<file path="src/rtl/tgds_pkg.sv">
// Shared constants, types and a helper function of the trilinear grid density sampler.
`default_nettype none
package tgds_pkg;

   localparam int GRID_DIM    = 32;
   localparam int FRAC_BITS   = 16;
   localparam int CELL_W      = $clog2(GRID_DIM);
   localparam int SIZE_W      = CELL_W + 1;
   localparam int CSR_W       = 6;
   localparam int CSR_IDX_W   = 2;
   localparam int VOX_W       = 5;
   localparam int POS_W       = 16;
   localparam int VAL_W       = 16;
   localparam int NUM_BANKS   = 8;
   localparam int BANK_AW     = 3 * (CELL_W - 1);
   localparam int BANK_DEPTH  = 1 << BANK_AW;
   localparam int QUEUE_DEPTH = 4;
   localparam int QPTR_W      = $clog2(QUEUE_DEPTH);
   localparam int QCNT_W      = QPTR_W + 1;

   localparam logic [CSR_IDX_W-1:0] CSR_GRID_X = 2'd0;
   localparam logic [CSR_IDX_W-1:0] CSR_GRID_Y = 2'd1;
   localparam logic [CSR_IDX_W-1:0] CSR_GRID_Z = 2'd2;

   localparam logic [CSR_W-1:0] SIZE_RESET = 6'd32;

   localparam logic CMD_WRITE  = 1'b0;
   localparam logic CMD_SAMPLE = 1'b1;

   typedef struct packed {
      logic [CSR_W-1:0] x;
      logic [CSR_W-1:0] y;
      logic [CSR_W-1:0] z;
   } grid_size_type;

   // One queued item. For a write, x0/y0/z0 hold the voxel index and dens the value.
   typedef struct packed {
      logic                 cmd;
      logic [CELL_W-1:0]    x0;
      logic [CELL_W-1:0]    x1;
      logic [CELL_W-1:0]    y0;
      logic [CELL_W-1:0]    y1;
      logic [CELL_W-1:0]    z0;
      logic [CELL_W-1:0]    z1;
      logic [FRAC_BITS-1:0] fx;
      logic [FRAC_BITS-1:0] fy;
      logic [FRAC_BITS-1:0] fz;
      logic [VAL_W-1:0]     dens;
   } item_type;

   typedef struct packed {
      logic [CELL_W-1:0]    lo;
      logic [CELL_W-1:0]    hi;
      logic [FRAC_BITS-1:0] frac;
   } axis_type;

   // A size of zero acts as one; sizes above the grid saturate to the grid.
   function automatic logic [SIZE_W-1:0] eff_size(input logic [CSR_W-1:0] s);
      logic [SIZE_W-1:0] r;
      if (s == '0) begin
         r = SIZE_W'(1);
      end else if (32'(s) > GRID_DIM) begin
         r = SIZE_W'(GRID_DIM);
      end else begin
         r = SIZE_W'(s);
      end
      return r;
   endfunction

endpackage
`default_nettype wire

</file>
<file path="src/rtl/tgds_front.sv">
// Front end: accepts items, splits sample positions into cells and fractions.
`default_nettype none
module tgds_front import tgds_pkg::*; (
   input  wire logic                 start,
   output logic                      busy,
   input  wire logic                 req_command,
   input  wire logic [POS_W-1:0]     req_pos_x,
   input  wire logic [POS_W-1:0]     req_pos_y,
   input  wire logic [POS_W-1:0]     req_pos_z,
   input  wire logic [VOX_W-1:0]     req_voxel_x,
   input  wire logic [VOX_W-1:0]     req_voxel_y,
   input  wire logic [VOX_W-1:0]     req_voxel_z,
   input  wire logic [VAL_W-1:0]     req_voxel_density,
   input  wire grid_size_type        grid_size,
   input  wire logic                 queue_full,
   output logic                      push,
   output item_type                  push_item
);

   function automatic axis_type split_axis(input logic [POS_W-1:0] pos,
                                           input logic [CSR_W-1:0] size_reg);
      logic [SIZE_W-1:0]           s;
      logic [SIZE_W-1:0]           smax;
      logic [POS_W+SIZE_W-1:0]     scaled;
      logic [SIZE_W-1:0]           c;
      logic [SIZE_W-1:0]           lo;
      logic [FRAC_BITS+15:0]       fext;
      axis_type                    r;
      s      = eff_size(size_reg);
      smax   = s - SIZE_W'(1);
      scaled = (POS_W+SIZE_W)'(pos) * (POS_W+SIZE_W)'(s);
      c      = scaled[POS_W +: SIZE_W];
      lo     = (c > smax) ? smax : c;
      r.lo   = lo[CELL_W-1:0];
      r.hi   = (lo == smax) ? smax[CELL_W-1:0] : lo[CELL_W-1:0] + CELL_W'(1);
      // The 16-bit fraction is placed at the top and cut to FRAC_BITS bits.
      fext   = {scaled[15:0], FRAC_BITS'(0)};
      r.frac = fext[FRAC_BITS+15 -: FRAC_BITS];
      return r;
   endfunction

   axis_type ax_x, ax_y, ax_z;
   logic     accept;
   logic     in_range;

   assign busy   = queue_full;
   assign accept = start && !queue_full;

   always_comb begin
      ax_x     = split_axis(req_pos_x, grid_size.x);
      ax_y     = split_axis(req_pos_y, grid_size.y);
      ax_z     = split_axis(req_pos_z, grid_size.z);
      in_range = (32'(req_voxel_x) < GRID_DIM) && (32'(req_voxel_y) < GRID_DIM) &&
                 (32'(req_voxel_z) < GRID_DIM);
      push_item.cmd  = req_command;
      push_item.dens = req_voxel_density;
      push_item.x1   = ax_x.hi;
      push_item.y1   = ax_y.hi;
      push_item.z1   = ax_z.hi;
      push_item.fx   = ax_x.frac;
      push_item.fy   = ax_y.frac;
      push_item.fz   = ax_z.frac;
      unique case (req_command)
         CMD_SAMPLE: begin
            push_item.x0 = ax_x.lo;
            push_item.y0 = ax_y.lo;
            push_item.z0 = ax_z.lo;
            push         = accept;
         end
         default: begin
            push_item.x0 = CELL_W'(req_voxel_x);
            push_item.y0 = CELL_W'(req_voxel_y);
            push_item.z0 = CELL_W'(req_voxel_z);
            // A write outside the grid is dropped here and never queued.
            push         = accept && in_range;
         end
      endcase
   end

endmodule
`default_nettype wire

</file>
<file path="config.mk">
export PLATFORM = sky130hd
export DESIGN_NAME = tgds_front
export DESIGN_NICKNAME = d
export VERILOG_FILES = /design/src/rtl/tgds_pkg.sv /design/src/rtl/tgds_front.sv
export SDC_FILE = /design/constraint.sdc
export NUM_CORES = 1
export LEC_CHECK = 0
export BUFFER_PORTS_ARGS = -buffer_cell sky130_fd_sc_hd__buf_2
export CAP_MARGIN = 30
export CORE_UTILIZATION = 54
export DETAILED_ROUTE_END_ITERATION = 10
export PLACE_DENSITY_LB_ADDON = 0.25
export SLEW_MARGIN = 20
export SYNTH_ARGS = -nofsm -noshare
export SYNTH_HDL_FRONTEND = slang
export SYNTH_SLANG_ARGS = --single-unit
</file>
<file path="constraint.sdc">
create_clock -name vclk -period 8.3
set_input_delay 1.245 -clock vclk [all_inputs]
set_output_delay 1.245 -clock vclk [all_outputs]
set_load 0.05 [all_outputs]
</file>
==> results.ini, run 1 <==
[synthesis]
synth_cells=1333
avgSynthCellArea_um2=8.11
synth.largest_area_cell=fa_1
ys_seq_area_share_pct=0
synth_top_area_share_pct=31.1
synth_cell_types=63
synth.cell_area_um2=10800
ys.warnings.count=0
synth.area.top_cells=fa_1 31%, and2_1 14%, ha_1 13%, inv_1 8.0%, xnor2_1 4.4%

[run_status]
status=finished, violations left
violations=negative setup slack

[routing]
drt-total-wl_mm=35.4
route.met3.wl_mm=1.99
wl_met2_mm=18.2
top_layer=met4
drc_errors=0
dr.first_iter.drc_count=625
vias=11000
routedWlPerCell_um=17.9
met1_length_mm=13.7
drtAntennaViolNets=0
viasPerCell=5.57
firstDrtPassIters=5

[grt]
antenna_found_initial=0
grt_max_degree=27
grt_pass1_wl_mm=49.9
grt_overflow_total=0
track_usage_pct=29.7
grt_pass1_vias=10800

[hold_path]
min-delay-path-class=input port to output port
hp-start=req_voxel_density[9]

[placement]
place_area_um2=13900
routabilityCongestion=0.900
dp_hpwl_mm=23.5
portBuffers=165

[setup_path]
startpoint_type=input port
timing.critical_path.from=grid_size[16]
crit_type=input port to output port
worstPathMaxFanout=6
required_ns=7.05
endpoint_kind=output port
arrival_ns=7.64

[layout]
seq_cell_count=0
layout_common_cells=228 x and2_1, 222 x buf_4, 209 x inv_1
drive_gt1_share_pct=40.4
layout_commonest_cell=and2_1
final-seq-area_um2=0
fin_nets=2097
n_clock_buffer=0
area_growth_pct=48.2
num_antenna_cells=0
final_cell_area_um2=16000

[timing]
worstMarginPinSlew_ns=1.11
final_hold_viol_count=0
rsz0062_at_grt=yes
setup_viol=26
max_freq_mhz=113
period_needed_ns=8.88
final.setup.worst_slack_ns=-0.585
slew_headroom_pct=25.4
period_share_pct=107
setup-tns-final_ns=-6.06
drv_slew=0

[die]
die_area_um2=20600
start_util_pct=55.3
ioPinCount=197
std_cell_rows=51
die_y_um=143
die_w_um=143
core_area_um2=19500

[power]
p_comb_share_pct=100.0
power_mw=3.82
pwr_density_cell_nw_per_um2=239
p_clk_share_pct=0
cell_internal_pwr_mw=1.64
sequentialPowerShare_pct=0
p_sw_share_pct=57.2
p_leak_nw=7.80
switchingPower_mw=2.18
irDropWorstVdd_mv=0.450

[run]
max-cap-violations=0

[power groups by stage]
stage / logic (mW) / clock network [mW] / registers, mW
floorplan: 2.10 / 0 / 0
global placement: 2.89 / 0 / 0
detailed placement: 2.95 / 0 / 0
CTS: 3.24 / 0 / 0
global route: 4.03 / 0 / 0
finish: 3.82 / 0 / 0
[what timing repair did]
item / 4_1_cts / 5_1_grt
gates cloned: 3 / 0
endpoints found under the setup margin: 28 / 30
setup buffers: 32 / 40
hold buffers: 0 / 0
resized for setup: 141 / 228
pin swaps: 91 / 132
[worst paths after layout]
check	endpoint	slack, ns	depth (start not counted)
hold / removal	push_item[9]	2.49	0
setup / recovery	push_item[88]	-0.58	28
[synthesized netlist by cell type, types with 5 or more instances]
| cell | n |
|---|---|
| nand2_1 | 90 |
| a21oi_1 | 65 |
| nor4_1 | 5 |
| inv_1 | 229 |
| and3_1 | 6 |
| clkbuf_1 | 32 |
| nand3_1 | 20 |
| o21ai_0 | 30 |
| mux2i_1 | 19 |
| nor2b_1 | 22 |
| nor3_1 | 12 |
| fa_1 | 168 |
| a211oi_1 | 11 |
| and2_1 | 249 |
| nor2_1 | 44 |
| a21o_1 | 13 |
| xnor2_1 | 54 |
| o211ai_1 | 10 |
| ha_1 | 114 |
| mux2_2 | 7 |
| a31oi_1 | 7 |
| xor2_1 | 26 |
| o21bai_1 | 6 |
| buf_4 | 18 |
[final cells by class]
cell class         count  area [µm²]
repair buffers       432        3360
fillers             1165        3510
inverters            229         860
well taps            265         332
multi-input cells   1052       11500
[logic make-up after synthesis]
family | Yosys count | share of synthesized area [%]
other cells | 1 | 0.0347
xor+xnor | 81 | 6.74
mux | 27 | 2.59
simple gates | 472 | 24.1
buf+inv | 283 | 10.5
fa+ha+maj | 282 | 44.3
compound gates | 187 | 11.7
[metrics by stage]
step                      utilization [%]  std cells  setup WS, ns  hold slack, ns
after floorplan                         -       1335        -0.156            2.66
after global placement               71.2       1913        -0.661            2.49
after detailed placement             71.2       1913        -0.733            2.49
after CTS                            76.3       1948        -0.321            2.49
after global routing                 82.0       1978        -0.807            2.49
final                                82.0       1978        -0.585            2.49
[worst max-delay path: stages]
cell     delay [ns]
buf_8          0.10
nor4_4         0.25
nor2_1         0.10
nor2_2         0.19
buf_6          0.17
buf_4          0.13
and2_1         0.16
fa_1           0.40
ha_1           0.32
fa_1           0.50
fa_2           0.37
a21o_1         0.22
nand4_1        0.12
nand4_1        0.21
a41oi_2        0.28
o41ai_2        0.11
xnor2_1        0.33
inv_1          0.15
ha_4           0.25
and3_4         0.16
a41oi_2        0.29
o31a_1         0.27
nor2_1         0.08
a221o_2        0.44
nor4_4         0.32
xnor2_2        0.12
mux2i_4        0.17
buf_6          0.18
[layer usage]
| layer | global-route usage, % | vias to the layer above |
|---|---|---|
| li1 | - | 5010 |
| met1 | 38.4 | 5415 |
| met2 | 54.2 | 468 |
| met3 | 1.40 | 134 |
| met4 | 6.83 | 0 |
| met5 | 0 | - |
Note: power is estimated with default switching activity, not from simulation.
==> run 2, diff against run 1 <==
--- a/config.mk
+++ b/config.mk
@@ -9,2 +9,3 @@
 export CAP_MARGIN = 30
+export CORE_MARGIN = 1.5
 export CORE_UTILIZATION = 54
==> constraint.sdc (replaced) <==
create_clock -name vclk -period 8.3
set_input_delay 1.245 -clock vclk [all_inputs]
set_output_delay 1.245 -clock vclk [all_outputs]
set_load 0.1 [all_outputs]
==> run 2 against run 1 <==
  * The run still ends with negative setup slack left
  * First-iteration DRC count shrank 4.2%
  * Sequential share of layout area unchanged
  * Flip-flop and latch count did not move
  * Critical path type unchanged
  * Highest routed layer unchanged
==> results.ini, run 2 (synthesis gave the netlist of run 1 again) <==
[timing]
period_share_pct=106
setup-tns-final_ns=-5.54
final.setup.worst_slack_ns=-0.506
setup_viol=24
slew_headroom_pct=32.5
period_needed_ns=8.81
max_freq_mhz=114
worstMarginPinSlew_ns=1.01
drv_slew=0
final_hold_viol_count=0
rsz0062_at_grt=yes

[hold_path]
min-delay-path-class=input port to output port

[routing]
routedWlPerCell_um=18.4
dr.first_iter.drc_count=599
drc_errors=0
firstDrtPassIters=5
viasPerCell=5.62
drtAntennaViolNets=0
drt-total-wl_mm=35.8
vias=10900

[setup_path]
worstPathMaxFanout=8
required_ns=7.05
crit_type=input port to output port
arrival_ns=7.56
endpoint_kind=output port
cp_slowest_cell=fa_1
startpoint_type=input port
critical_path.max_stage_delay_ns=0.57

[layout]
area_growth_pct=47.2
drive_gt1_share_pct=38.2
fin_nets=2064
seq_cell_count=0
layout_commonest_cell=and2_1
n_clock_buffer=0
layout_common_cells=232 x and2_1, 212 x inv_1, 193 x buf_4
num_antenna_cells=0
final_cell_area_um2=15900
final-seq-area_um2=0

[grt]
antenna_found_initial=0
grt_util_met3_pct=2.95
use_met2_pct=56.9
grt_pass1_wl_mm=51.9
grt_overflow_total=0
grt_pass1_vias=11100
grtUsageMet1_pct=38.2
top_usage_layer=met2
grt_max_degree=27
track_usage_pct=30.9

[placement]
portBuffers=165
dp_hpwl_mm=24.7
post-place-ws_ns=-0.444
place_area_um2=14400
routabilityCongestion=0.873

[power]
p_comb_share_pct=100.0
sequentialPowerShare_pct=0
p_clk_share_pct=0
irDropWorstVdd_mv=0.676
pwr_density_cell_nw_per_um2=299
power_mw=4.76
switchingPower_mw=3.01
p_leak_nw=7.73
p_sw_share_pct=63.3
cell_internal_pwr_mw=1.75

[run]
max-cap-violations=0

[die]
die_y_um=144
die_area_um2=20900
core_area_um2=19500
ioPinCount=197
die_w_um=144
std_cell_rows=51
start_util_pct=55.3

[run_status]
status=finished, violations left
violations=negative setup slack

[cts]
ctsHoldBuffers=0

==> run 2: timing repair <==
action,CTS,global route
pin swaps,66,53
setup endpoints to repair,24,30
gates resized for setup,110,129
setup buffers,39,30
cloned,3,0
==> run 2: worst paths after layout <==
kind / start / endpoint / depth (start not counted)
worst min-delay path: req_voxel_density[12] / push_item[12] / 0
worst max-delay path: grid_size[3] / push_item[66] / 31
==> run 2: worst max-delay path, delay by kind of cell <==
family          cells  cell delay (ns)
compound gates      5             1.12
mux                 1             0.19
buf+inv             9             1.19
xor+xnor            1             0.22
simple gates       10             1.44
fa+ha+maj           5             2.14
==> run 2: layer usage <==
metal  share of wire, %  routed length, µm
met5                  0                  0
met4                4.2               1490
met3                5.5               1970
met1                 39              14000
met2                 51              18300
==> run 2: layout make-up <==
| cell class | instances | area, µm² |
|---|---|---|
| Tap cell | 265 | 332 |
| Inverter | 229 | 860 |
| Multi-Input combinational cell | 1052 | 11400 |
| Fill cell | 1186 | 3620 |
| Timing Repair Buffer | 399 | 3330 |
==> run 2: power by group through the flow <==
stage,Sequential (mW),Combinational [mW],Clock [mW]
global placement,0,4.04,0
global route,0,4.97,0
finish,0,4.76,0
floorplan,0,2.97,0
detailed placement,0,4.10,0
CTS,0,4.37,0
==> run 2: metrics by stage <==
| stage | hold slack (ns) | util [%] | instances |
|---|---|---|---|
| floorplan | 2.70 | - | 1335 |
| global placement | 2.49 | 73.5 | 1895 |
| detailed placement | 2.49 | 73.5 | 1895 |
| CTS | 2.49 | 77.9 | 1927 |
| global route | 2.49 | 81.5 | 1945 |
| finish | 2.49 | 81.5 | 1945 |
