File: src/rtl/tgds_pkg.sv
// Shared constants, types and a helper function of the trilinear grid density sampler.
`default_nettype none
package tgds_pkg;

   localparam int GRID_DIM    = 32;
   localparam int FRAC_BITS   = 16;
   localparam int CELL_W      = $clog2(GRID_DIM);
   localparam int SIZE_W      = CELL_W + 1;
   localparam int CSR_W       = 6;
   localparam int CSR_IDX_W   = 2;
   localparam int VOX_W       = 5;
   localparam int POS_W       = 16;
   localparam int VAL_W       = 16;
   localparam int NUM_BANKS   = 8;
   localparam int BANK_AW     = 3 * (CELL_W - 1);
   localparam int BANK_DEPTH  = 1 << BANK_AW;
   localparam int QUEUE_DEPTH = 4;
   localparam int QPTR_W      = $clog2(QUEUE_DEPTH);
   localparam int QCNT_W      = QPTR_W + 1;

   localparam logic [CSR_IDX_W-1:0] CSR_GRID_X = 2'd0;
   localparam logic [CSR_IDX_W-1:0] CSR_GRID_Y = 2'd1;
   localparam logic [CSR_IDX_W-1:0] CSR_GRID_Z = 2'd2;

   localparam logic [CSR_W-1:0] SIZE_RESET = 6'd32;

   localparam logic CMD_WRITE  = 1'b0;
   localparam logic CMD_SAMPLE = 1'b1;

   typedef struct packed {
      logic [CSR_W-1:0] x;
      logic [CSR_W-1:0] y;
      logic [CSR_W-1:0] z;
   } grid_size_type;

   // One queued item. For a write, x0/y0/z0 hold the voxel index and dens the value.
   typedef struct packed {
      logic                 cmd;
      logic [CELL_W-1:0]    x0;
      logic [CELL_W-1:0]    x1;
      logic [CELL_W-1:0]    y0;
      logic [CELL_W-1:0]    y1;
      logic [CELL_W-1:0]    z0;
      logic [CELL_W-1:0]    z1;
      logic [FRAC_BITS-1:0] fx;
      logic [FRAC_BITS-1:0] fy;
      logic [FRAC_BITS-1:0] fz;
      logic [VAL_W-1:0]     dens;
   } item_type;

   typedef struct packed {
      logic [CELL_W-1:0]    lo;
      logic [CELL_W-1:0]    hi;
      logic [FRAC_BITS-1:0] frac;
   } axis_type;

   // A size of zero acts as one; sizes above the grid saturate to the grid.
   function automatic logic [SIZE_W-1:0] eff_size(input logic [CSR_W-1:0] s);
      logic [SIZE_W-1:0] r;
      if (s == '0) begin
         r = SIZE_W'(1);
      end else if (32'(s) > GRID_DIM) begin
         r = SIZE_W'(GRID_DIM);
      end else begin
         r = SIZE_W'(s);
      end
      return r;
   endfunction

endpackage
`default_nettype wire

File: src/rtl/tgds_queue.sv
// Short item queue between the front end and the back end.
`default_nettype none
module tgds_queue import tgds_pkg::*; (
   input  wire logic     clock,
   input  wire logic     reset,
   input  wire logic     push,
   input  wire item_type push_item,
   input  wire logic     pop,
   output item_type      head_item,
   output logic          empty,
   output logic          full
);

   item_type              slot_ff [QUEUE_DEPTH];
   logic [QPTR_W-1:0]     wr_ptr_ff, wr_ptr_in;
   logic [QPTR_W-1:0]     rd_ptr_ff, rd_ptr_in;
   logic [QCNT_W-1:0]     count_ff, count_in;
   logic                  do_push, do_pop;

   assign empty     = (count_ff == '0);
   assign full      = (count_ff == QCNT_W'(QUEUE_DEPTH));
   assign head_item = slot_ff[rd_ptr_ff];
   assign do_push   = push && !full;
   assign do_pop    = pop && !empty;

   always_comb begin
      wr_ptr_in = do_push ? wr_ptr_ff + QPTR_W'(1) : wr_ptr_ff;
      rd_ptr_in = do_pop ? rd_ptr_ff + QPTR_W'(1) : rd_ptr_ff;
      count_in  = count_ff + QCNT_W'(do_push) - QCNT_W'(do_pop);
   end

   always_ff @(posedge clock) begin
      if (reset) begin
         wr_ptr_ff <= '0;
         rd_ptr_ff <= '0;
         count_ff  <= '0;
      end else begin
         wr_ptr_ff <= wr_ptr_in;
         rd_ptr_ff <= rd_ptr_in;
         count_ff  <= count_in;
      end
   end

   always_ff @(posedge clock) begin
      if (do_push) begin
         slot_ff[wr_ptr_ff] <= push_item;
      end
   end

endmodule
`default_nettype wire

File: config.mk
export PLATFORM = sky130hd
export DESIGN_NAME = tgds_queue
export DESIGN_NICKNAME = d
export VERILOG_FILES = /design/src/rtl/tgds_pkg.sv /design/src/rtl/tgds_queue.sv
export SDC_FILE = /design/constraint.sdc
export NUM_CORES = 1
export LEC_CHECK = 0
export BUFFER_PORTS_ARGS = -buffer_cell sky130_fd_sc_hd__buf_4
export CAP_MARGIN = 20
export CORE_MARGIN = 2
export CORE_UTILIZATION = 45
export DETAILED_ROUTE_END_ITERATION = 12
export GPL_TIMING_DRIVEN = 0
export PLACE_DENSITY = 0.67
export SLEW_MARGIN = 20
export SYNTH_ARGS = -nofsm -noshare
export SYNTH_HDL_FRONTEND = slang
export SYNTH_SLANG_ARGS = --single-unit
File: constraint.sdc
create_clock -name clock -period 3.61 [get_ports clock]
set_clock_uncertainty 0.15 [all_clocks]
set_input_delay 0.722 -clock clock [delete_from_list [all_inputs] [get_ports clock]]
set_output_delay 0.722 -clock clock [all_outputs]
set_load 0.01 [all_outputs]
==> impl_metrics.yaml, run 1 <==
outcome:
  status: "complete, no violations"
flow_run:
  max-cap-violations: 0
die:
  die_w_um: 181.8
  die_height_um: 181.8
  die-area_sq_um: 33030
  io_pins: 196
  fp-row-count: 65
  start_util_pct: 45.41
  coreArea_sq_um: 31310
timing:
  maxSlewHeadroom_pct: 60.06
  rsz0062_at_grt: "false"
  setup_tns_ns: 0
  hold_viol: 0
  hold_ws_ns: 0.2628
  max_freq_mhz: 327.2
  report.final.slew_viol_count: 0
  finalCritPeriodShare_pct: 84.65
  worst_slew_pin_slew_ns: 0.5990
  timing.final.setup_violations: 0
  timing.final.crit_period_ns: 3.056
hold_path:
  holdCritPathClass: "input pin to flop"
  min_from: "push_item[81]"
  min_path_cells: 1
  min_to: "slot_ff[2][81]"
clock_network:
  clk_pin_slew_ns: 0.06
  numClockSinks: 389
  insertion_delay_ns: 0.51
  post_cts_buffers: 0
  cts_tree: "built"
  numCtsBuffers: 40
  cts_resized: 0
  cts.path.max_buffers: 3
  htreeDepth: 2
  cts_hold_repair.buffers: 0
  cts-root-buf: "clkbuf_16"
detailed_routing:
  vias: 6368
  wl_per_cell_um: 21.40
  drtIter0Drc: 381
  vias_per_cell: 5.211
  drtPass1Iterations: 4
  drt_wl_total_mm: 26.15
  drc: 0
  final_antenna_net_count: 0
setup_path:
  crit_fanout: 10
  cp-start-kind: "flop"
  cp-end-kind: "output pin"
  critPathKind: "flop to output pin"
  rr_startpoint: "count_ff[2]"
  r2r-end: "count_ff[2]"
  critical_path.max_stage_delay_ns: 0.38
  crit_path_frequent_cell: "buf_2"
  r2r_slack_ns: 0.99
  cpMaxStageDelayCell: "mux4_2"
  critPathArrivalTime_ns: 2.18
  required_ns: 2.74
  worstPathCellList: "buf_2 > buf_2 > buf_2 > mux4_2 > buf_4"
  worstRegToRegCells: 10
logic_synthesis:
  yosys_warnings: 0
  synth_ff_type: "edfxtp_1"
  ys_seq_area_share_pct: 81.52
  synth_fp_nets: 654
  avgSynthCellArea_sq_um: 25.95
  synth_area_sq_um: 14220
  synth_edf_count: 380
  ys_ff_latch: 389
  synth_cell_type_count: 24
  synth_cells: 548
  synth-async-reset-ratio_pct: 0
pwr:
  ir_drop_mv: 0.4971
  pwr_density_cell_nw_per_um2: 706.6
  p_leak_nw: 5.937
global_routing:
  antenna_found_initial: 1
  grt_remaining_overflow: 0
  grt_max_degree: 36
  grt_pass1_vias: 7032
  grtUsageTotal_pct: 16.15
  grt_first_pass_wirelength_mm: 40.54
placed_design:
  dp_hpwl_mm: 16.46
  portBuffers: 194
  gp_congestion: 0.6991
  placed_cell_area_sq_um: 16350
final_layout:
  final_common_cell: "edfxtp_1"
  ff_latch_area_sq_um: 11590
  drive_gt1_share_pct: 45.79
  final_cell_mix: "edfxtp_1, buf_4, mux4_2, clkbuf_16, buf_12"
  design_area_sq_um: 17610
  fillers: 2296
  fin_nets: 898
  multi_input_area_sq_um: 2402
  syn_to_final_growth_pct: 23.82
==> layout make-up <==
type	count	share of cell area [%]
diodes	1	0.01421
plain buffers	23	1.166
clock buffers	45	5.913
clock inverters	24	1.215
inverters	8	0.1706
multi-input cells	128	13.65
flip-flops and latches	389	65.84
well taps	402	2.857
repair buffers	202	9.182
==> synthesized netlist by cell type, types with 4 or more instances <==
cell type,instances,area [sq um]
inv_1,8,30.03
nor2_1,4,15.01
and2_1,4,25.02
buf_2,11,55.05
dfxtp_1,9,180.2
edfxtp_1,380,11410
clkbuf_1,5,18.77
mux4_2,95,2140
buf_12,6,120.1
ha_1,6,75.07
==> power by group <==
group	internal (mW)	leakage, nW	total, mW	switching (mW)
combinational	1.61	1.77	3.00	1.39
sequential	5.42	3.55	5.52	0.103
clock	2.35	0.616	3.92	1.57
total	9.38	5.94	12.4	3.06
==> metal layers <==
metal / GRT usage, % / vias to the layer above / wire [um]
li1: - / 2830 / -
met1: 20.52 / 3281 / 10290
met2: 27.56 / 207 / 13300
met3: 4.593 / 48 / 1990
met4: 4.228 / 2 / 561
met5: 0 / - / 10
==> how the worst max path moves through the flow <==
| stage | slack (ns) | end | cells past startpoint | start |
|---|---|---|---|---|
| after floorplan | 0.79 | slot_ff[0][0] | 3 | push |
| after global placement | -0.21 | slot_ff[2][71] | 4 | push |
| after detailed placement | 0.67 | count_ff[2] | 11 | push |
| after CTS | 0.48 | head_item[39] | 5 | flop |
| after global routing | 0.44 | head_item[70] | 5 | flop |
| final | 0.55 | head_item[73] | 5 | flop |
==> worst max-delay path, delay by kind of cell, from the launching register on <==
kind / cells / cell delay, ns
mux: 1 / 0.38
buf+inv: 4 / 0.99
flops: 1 / 0.30
==> sequential cells by signal, indices dropped and copies added, names as in the netlist, named ones only <==
signal / flops
slot_ff: 380
wr_ptr_ff: 2
rd_ptr_ff: 2
count_ff: 3
==> logic make-up after synthesis <==
group	count (synthesis)	share of synthesized area [%]
simple gates	17	0.6598
mux	96	15.12
buf+inv	31	1.654
fa+ha+maj	7	0.6688
xor+xnor	3	0.1848
compound gates	5	0.1936
flops	389	81.52
==> stage by stage <==
step	util (%)	cells	setup WS, ns	power (mW)
6_report	56.23	1222	0.5540	12.44
3_5_place_dp	52.21	1152	0.6738	8.695
3_3_place_gp	51.68	1144	-0.2051	8.585
5_1_grt	56.22	1221	0.4398	13.00
4_1_cts	56.22	1221	0.4836	12.64
2_1_floorplan	-	548	0.7871	7.363
No activity file was read; power rests on OpenSTA's default activity.
==> inputs of run 2 (changes only) <==
Settings changed: PLACE_DENSITY 0.67 to default.
Clock period 3.61 ns to 3.15 ns, I/O delays scaled along.
==> run 2 against run 1 <==
Utilization up 0.11 points. Final cell count up 0.41%. Final area increased by 0.19%. Clock power grew 15%. Critical path depth stayed put. Clock-buffer cell count increased by 12. Via count barely moved. First-iteration DRC count fell by 26%. Flip-flop and latch count stayed put. Global-route usage is 0.17 points lower. Critical endpoint is now head_item[58].
==> impl_metrics.yaml, run 2 (synthesized netlist as in run 1, its figures left out) <==
outcome:
  status: "complete, no violations"
pwr:
  p_int_mw: 10.74
  pwr-share-comb_pct: 24.2
  clock_power_share_pct: 31.5
  switchingPower_mw: 3.532
  swShare_pct: 24.74
  pwr_density_cell_nw_per_um2: 809.3
  seqPwrFrac_pct: 44.3
  ir_drop_mv: 0.6422
  p_leak_nw: 5.954
setup_path:
  cp-end-kind: "output pin"
  required_ns: 2.37
  critPathArrivalTime_ns: 2.16
  crit_fanout: 10
  critPathKind: "flop to output pin"
  cp-start-kind: "flop"
placed_design:
  portBuffers: 194
  dpl.cell_count: 1152
  gp_congestion: 0.7037
  dp_hpwl_mm: 16.41
clock_network:
  cts_resized: 0
  cts.path.max_buffers: 3
  cts_tree: "built"
  numCtsBuffers: 42
  numClockSinks: 389
  cts-root-buf: "clkbuf_16"
  cts_hold_repair.buffers: 0
  post_cts_buffers: 0
  htreeDepth: 2
  clk_pin_slew_ns: 0.06
  insertion_delay_ns: 0.52
die:
  die_height_um: 181.8
  coreArea_sq_um: 31310
  start_util_pct: 45.41
  fp-row-count: 65
  die-area_sq_um: 33030
  die_w_um: 181.8
  io_pins: 196
final_layout:
  largest_register_ffs: 380
  drive_gt1_share_pct: 45.45
  n_antenna_cell: 0
  instances_no_fill: 1227
  fin_nets: 900
  final_cell_mix: "edfxtp_1, buf_4, mux4_2, clkbuf_16, clkbuf_1"
  syn_to_final_growth_pct: 24.06
  top_regs: "slot_ff: 380 flops, count_ff: 3 flops"
  final_common_cell: "edfxtp_1"
  regMostFlops: "slot_ff"
timing:
  max_freq_mhz: 339.6
  timing.final.setup_violations: 0
  timing.final.crit_period_ns: 2.944
  hold_viol: 0
  hold_ws_ns: 0.1525
  finalCritPeriodShare_pct: 93.47
  rsz0062_at_grt: "false"
  report.final.slew_viol_count: 0
  maxSlewHeadroom_pct: 53.52
  worst_slew_pin_slew_ns: 0.6972
  setup_tns_ns: 0
global_routing:
  grt_pass1_vias: 7027
  grtUsageTotal_pct: 15.98
  antenna_found_initial: 1
  grt_max_degree: 46
  grt_first_pass_wirelength_mm: 39.74
  grt_remaining_overflow: 0
detailed_routing:
  drt_wl_total_mm: 26.18
  vias: 6363
  drc: 0
  drtIter0Drc: 281
  final_antenna_net_count: 0
  vias_per_cell: 5.186
  drtPass1Iterations: 4
  wl_per_cell_um: 21.34
hold_path:
  holdCritPathClass: "input pin to flop"
flow_run:
  max-cap-violations: 0
-- run 2: changes by cell type in the layout (fill, tap and decap cells not counted) --
cell | before | now
diode_2 | 1 | 0
bufinv_16 | 4 | 1
clkbuf_16 | 41 | 45
buf_16 | 0 | 1
clkbuf_1 | 9 | 17
clkinv_4 | 0 | 1
clkinv_2 | 9 | 8
clkinv_1 | 9 | 7
clkinvlp_4 | 2 | 1
buf_12 | 14 | 13
-- run 2: stage by stage --
step | util [%] | setup slack [ns] | instance area [sq um] | total power [mW]
floorplan | - | 0.4191 | 14220 | 8.439
global placement | 51.68 | -0.6272 | 16180 | 9.864
detailed placement | 52.24 | 0.3018 | 16360 | 9.975
CTS | 56.34 | 0.1336 | 17640 | 14.54
global route | 56.34 | 0.06920 | 17640 | 14.94
finish | 56.34 | 0.2056 | 17640 | 14.27
-- run 2: critical path: stages, from the launching register on --
cell and delay [ns]:
dfxtp_1 0.30, buf_2 0.17, buf_2 0.30, buf_2 0.34, mux4_2 0.36, buf_4 0.16
-- run 2: area by class of cell --
class                   count  area [sq um]
repair buffers            202          1624
flip-flops and latches    389         11590
multi-input cells         128          2402
fillers                  2316         13670
plain buffers              23         205.2
clock inverters            18         112.6
clock buffers              57          1171
inverters                   8         30.03
well taps                 402         503.0
-- run 2: final timing paths --
path                 start        endpoint  slack [ns]  cells after the start
max                   flop   head_item[58]        0.21                      5
min          push_item[17]  slot_ff[3][17]        0.15                      1
max reg2reg    count_ff[1]     count_ff[2]        0.54                     10
min reg2reg   rd_ptr_ff[1]    rd_ptr_ff[1]        0.34                      2
-- run 2: per-layer routing --
layer	track usage [%]	vias to the layer above	wire, um
met3	5.556	41	2255
li1	-	2835	-
met4	4.358	2	412
met5	0	-	16
met2	27.66	202	13290
met1	19.14	3283	10200
-- run 2: power groups by stage --
stage	clock network [mW]	registers, mW	logic, mW
finish	4.50	6.33	3.45
global route	4.86	6.36	3.73
CTS	4.65	6.33	3.56
detailed placement	0	6.44	3.54
global placement	0	6.44	3.42
floorplan	0	6.41	2.03
==> inputs of run 3 (changes only) <==
--- a/config.mk
+++ b/config.mk
@@ -12,5 +12,5 @@
 export DETAILED_ROUTE_END_ITERATION = 12
 export GPL_TIMING_DRIVEN = 0
-export SLEW_MARGIN = 20
+export REMOVE_ABC_BUFFERS = 1
 export SYNTH_ARGS = -nofsm -noshare
 export SYNTH_HDL_FRONTEND = slang
--- a/constraint.sdc
+++ b/constraint.sdc
@@ -3,3 +3,3 @@
 set_input_delay 0.63 -clock clock [delete_from_list [all_inputs] [get_ports clock]]
 set_output_delay 0.63 -clock clock [all_outputs]
-set_load 0.01 [all_outputs]
+set_load 0.1 [all_outputs]
==> run 3 against run 2 <==
First-iteration DRC count increased by 56%. Combinational power is 110% higher. Sequential power is 1% higher. Sequential share of layout area up 0.37 points.
==> impl_metrics.yaml, run 3 (synthesized netlist as in run 1, its figures left out) <==
outcome:
  status: "complete, no violations"
timing:
  max_freq_mhz: 330.0
  setup_tns_ns: 0
  postLayoutSetupSlackWorst_ns: 0.1197
  finalCritPeriodShare_pct: 96.20
  hold_viol: 0
  maxSlewHeadroom_pct: 47.58
  hold_ws_ns: 0.1519
  worst_slew_pin_slew_ns: 0.7863
  timing.final.setup_violations: 0
  timing.final.crit_period_ns: 3.030
  report.final.slew_viol_count: 0
setup_path:
  rr_startpoint: "count_ff[1]"
  cp-end-kind: "output pin"
  cp-start-kind: "flop"
  required_ns: 2.37
  critPathArrivalTime_ns: 2.25
  critPathKind: "flop to output pin"
  worstRegToRegCells: 10
  r2r_slack_ns: 0.56
  crit_fanout: 36
  r2r-end: "count_ff[2]"
detailed_routing:
  drc: 0
  vias_per_cell: 5.249
  drtIter0Drc: 437
  wl_per_cell_um: 21.70
  vias: 6341
  final_antenna_net_count: 0
  drtPass1Iterations: 4
  drt_wl_total_mm: 26.21
die:
  die_height_um: 181.8
  coreArea_sq_um: 31310
  die-area_sq_um: 33030
  io_pins: 196
  start_util_pct: 45.41
  die_w_um: 181.8
  fp-row-count: 65
final_layout:
  regMostFlops: "slot_ff"
  final_cell_mix: "edfxtp_1, buf_4, mux4_2, clkbuf_16, clkbuf_1"
  drive_gt1_share_pct: 44.10
  instances_no_fill: 1208
  largest_register_ffs: 380
  fillers: 2351
  final_common_cell: "edfxtp_1"
  utilization_pct: 56.06
  top_regs: "slot_ff: 380 flops, count_ff: 3 flops"
  syn_to_final_growth_pct: 23.44
  design_area_sq_um: 17550
  fin_nets: 880
placed_design:
  dp_hpwl_mm: 15.09
  portBuffers: 195
  dpl_worst_slack_ns: 0.3171
  placed_cell_area_sq_um: 16250
  gp_congestion: 0.6761
  dpl.cell_count: 1131
clock_network:
  numCtsBuffers: 40
  clk_pin_slew_ns: 0.06
  cts_tree: "built"
  htreeDepth: 2
  cts-root-buf: "clkbuf_16"
  numClockSinks: 389
  insertion_delay_ns: 0.53
  cts.path.max_buffers: 3
global_routing:
  antenna_found_initial: 1
  grt_pass1_vias: 7047
  grtUsageTotal_pct: 16.06
  grt_max_degree: 56
  grt_first_pass_wirelength_mm: 40.12
  grt_remaining_overflow: 0
pwr:
  ir_drop_mv: 0.6100
  pwr_density_cell_nw_per_um2: 1021
  p_total_mw: 17.92
  p_leak_nw: 5.860
hold_path:
  min_to: "slot_ff[1][55]"
  min_path_cells: 1
  min_from: "push_item[55]"
  holdCritPathClass: "input pin to flop"
flow_run:
  max-cap-violations: 0
-- run 3: timing repair --
action                                  4_1_cts  5_1_grt
cloned                                        0        1
hold buffers                                  0        0
endpoints found under the setup margin       86       25
resized for setup                             0        7
buffers inserted                              2        0
-- run 3: critical path, stage by stage, from the launching register on --
cell	delay [ns]
dfxtp_4	0.57
buf_16	0.32
mux4_2	0.56
buf_4	0.25
-- run 3: layout make-up --
type	count	area (sq um)	share of cell area (%)
Multi-Input combinational cell	128	2402	13.69
Sequential cell	389	11600	66.08
Antenna cell	1	2.502	0.01426
Inverter	8	30.03	0.1711
Clock buffer	56	1082	6.166
Tap cell	402	503.0	2.866
Clock inverter	17	135.1	0.7699
Timing Repair Buffer	207	1798	10.24
-- run 3: power breakdown --
group          internal, mW  switching, mW
sequential             6.22          0.189
combinational          1.85           5.30
clock                  2.56           1.81
total                  10.6           7.29
-- run 3: how the worst max path moves through the flow --
| stage | endpoint | slack, ns | cells after the start |
|---|---|---|---|
| 2_1_floorplan | head_item[0] | -2.60 | 1 |
| 3_3_place_gp | head_item[80] | -4.35 | 2 |
| 3_5_place_dp | count_ff[2] | 0.32 | 11 |
| 4_1_cts | head_item[80] | 0.02 | 3 |
| 5_1_grt | head_item[33] | -0.002 | 3 |
| 6_report | head_item[28] | 0.12 | 3 |
-- run 3: layer usage --
layer / part of all wire (%) / wire length (um) / vias to the layer above / track usage [%]
met5: 0 / 0 / - / 0
met4: 1.6 / 432 / 0 / 3.902
met3: 7.0 / 1828 / 35 / 4.733
met2: 51 / 13260 / 187 / 27.13
met1: 41 / 10690 / 3320 / 20.68
li1: - / - / 2799 / -
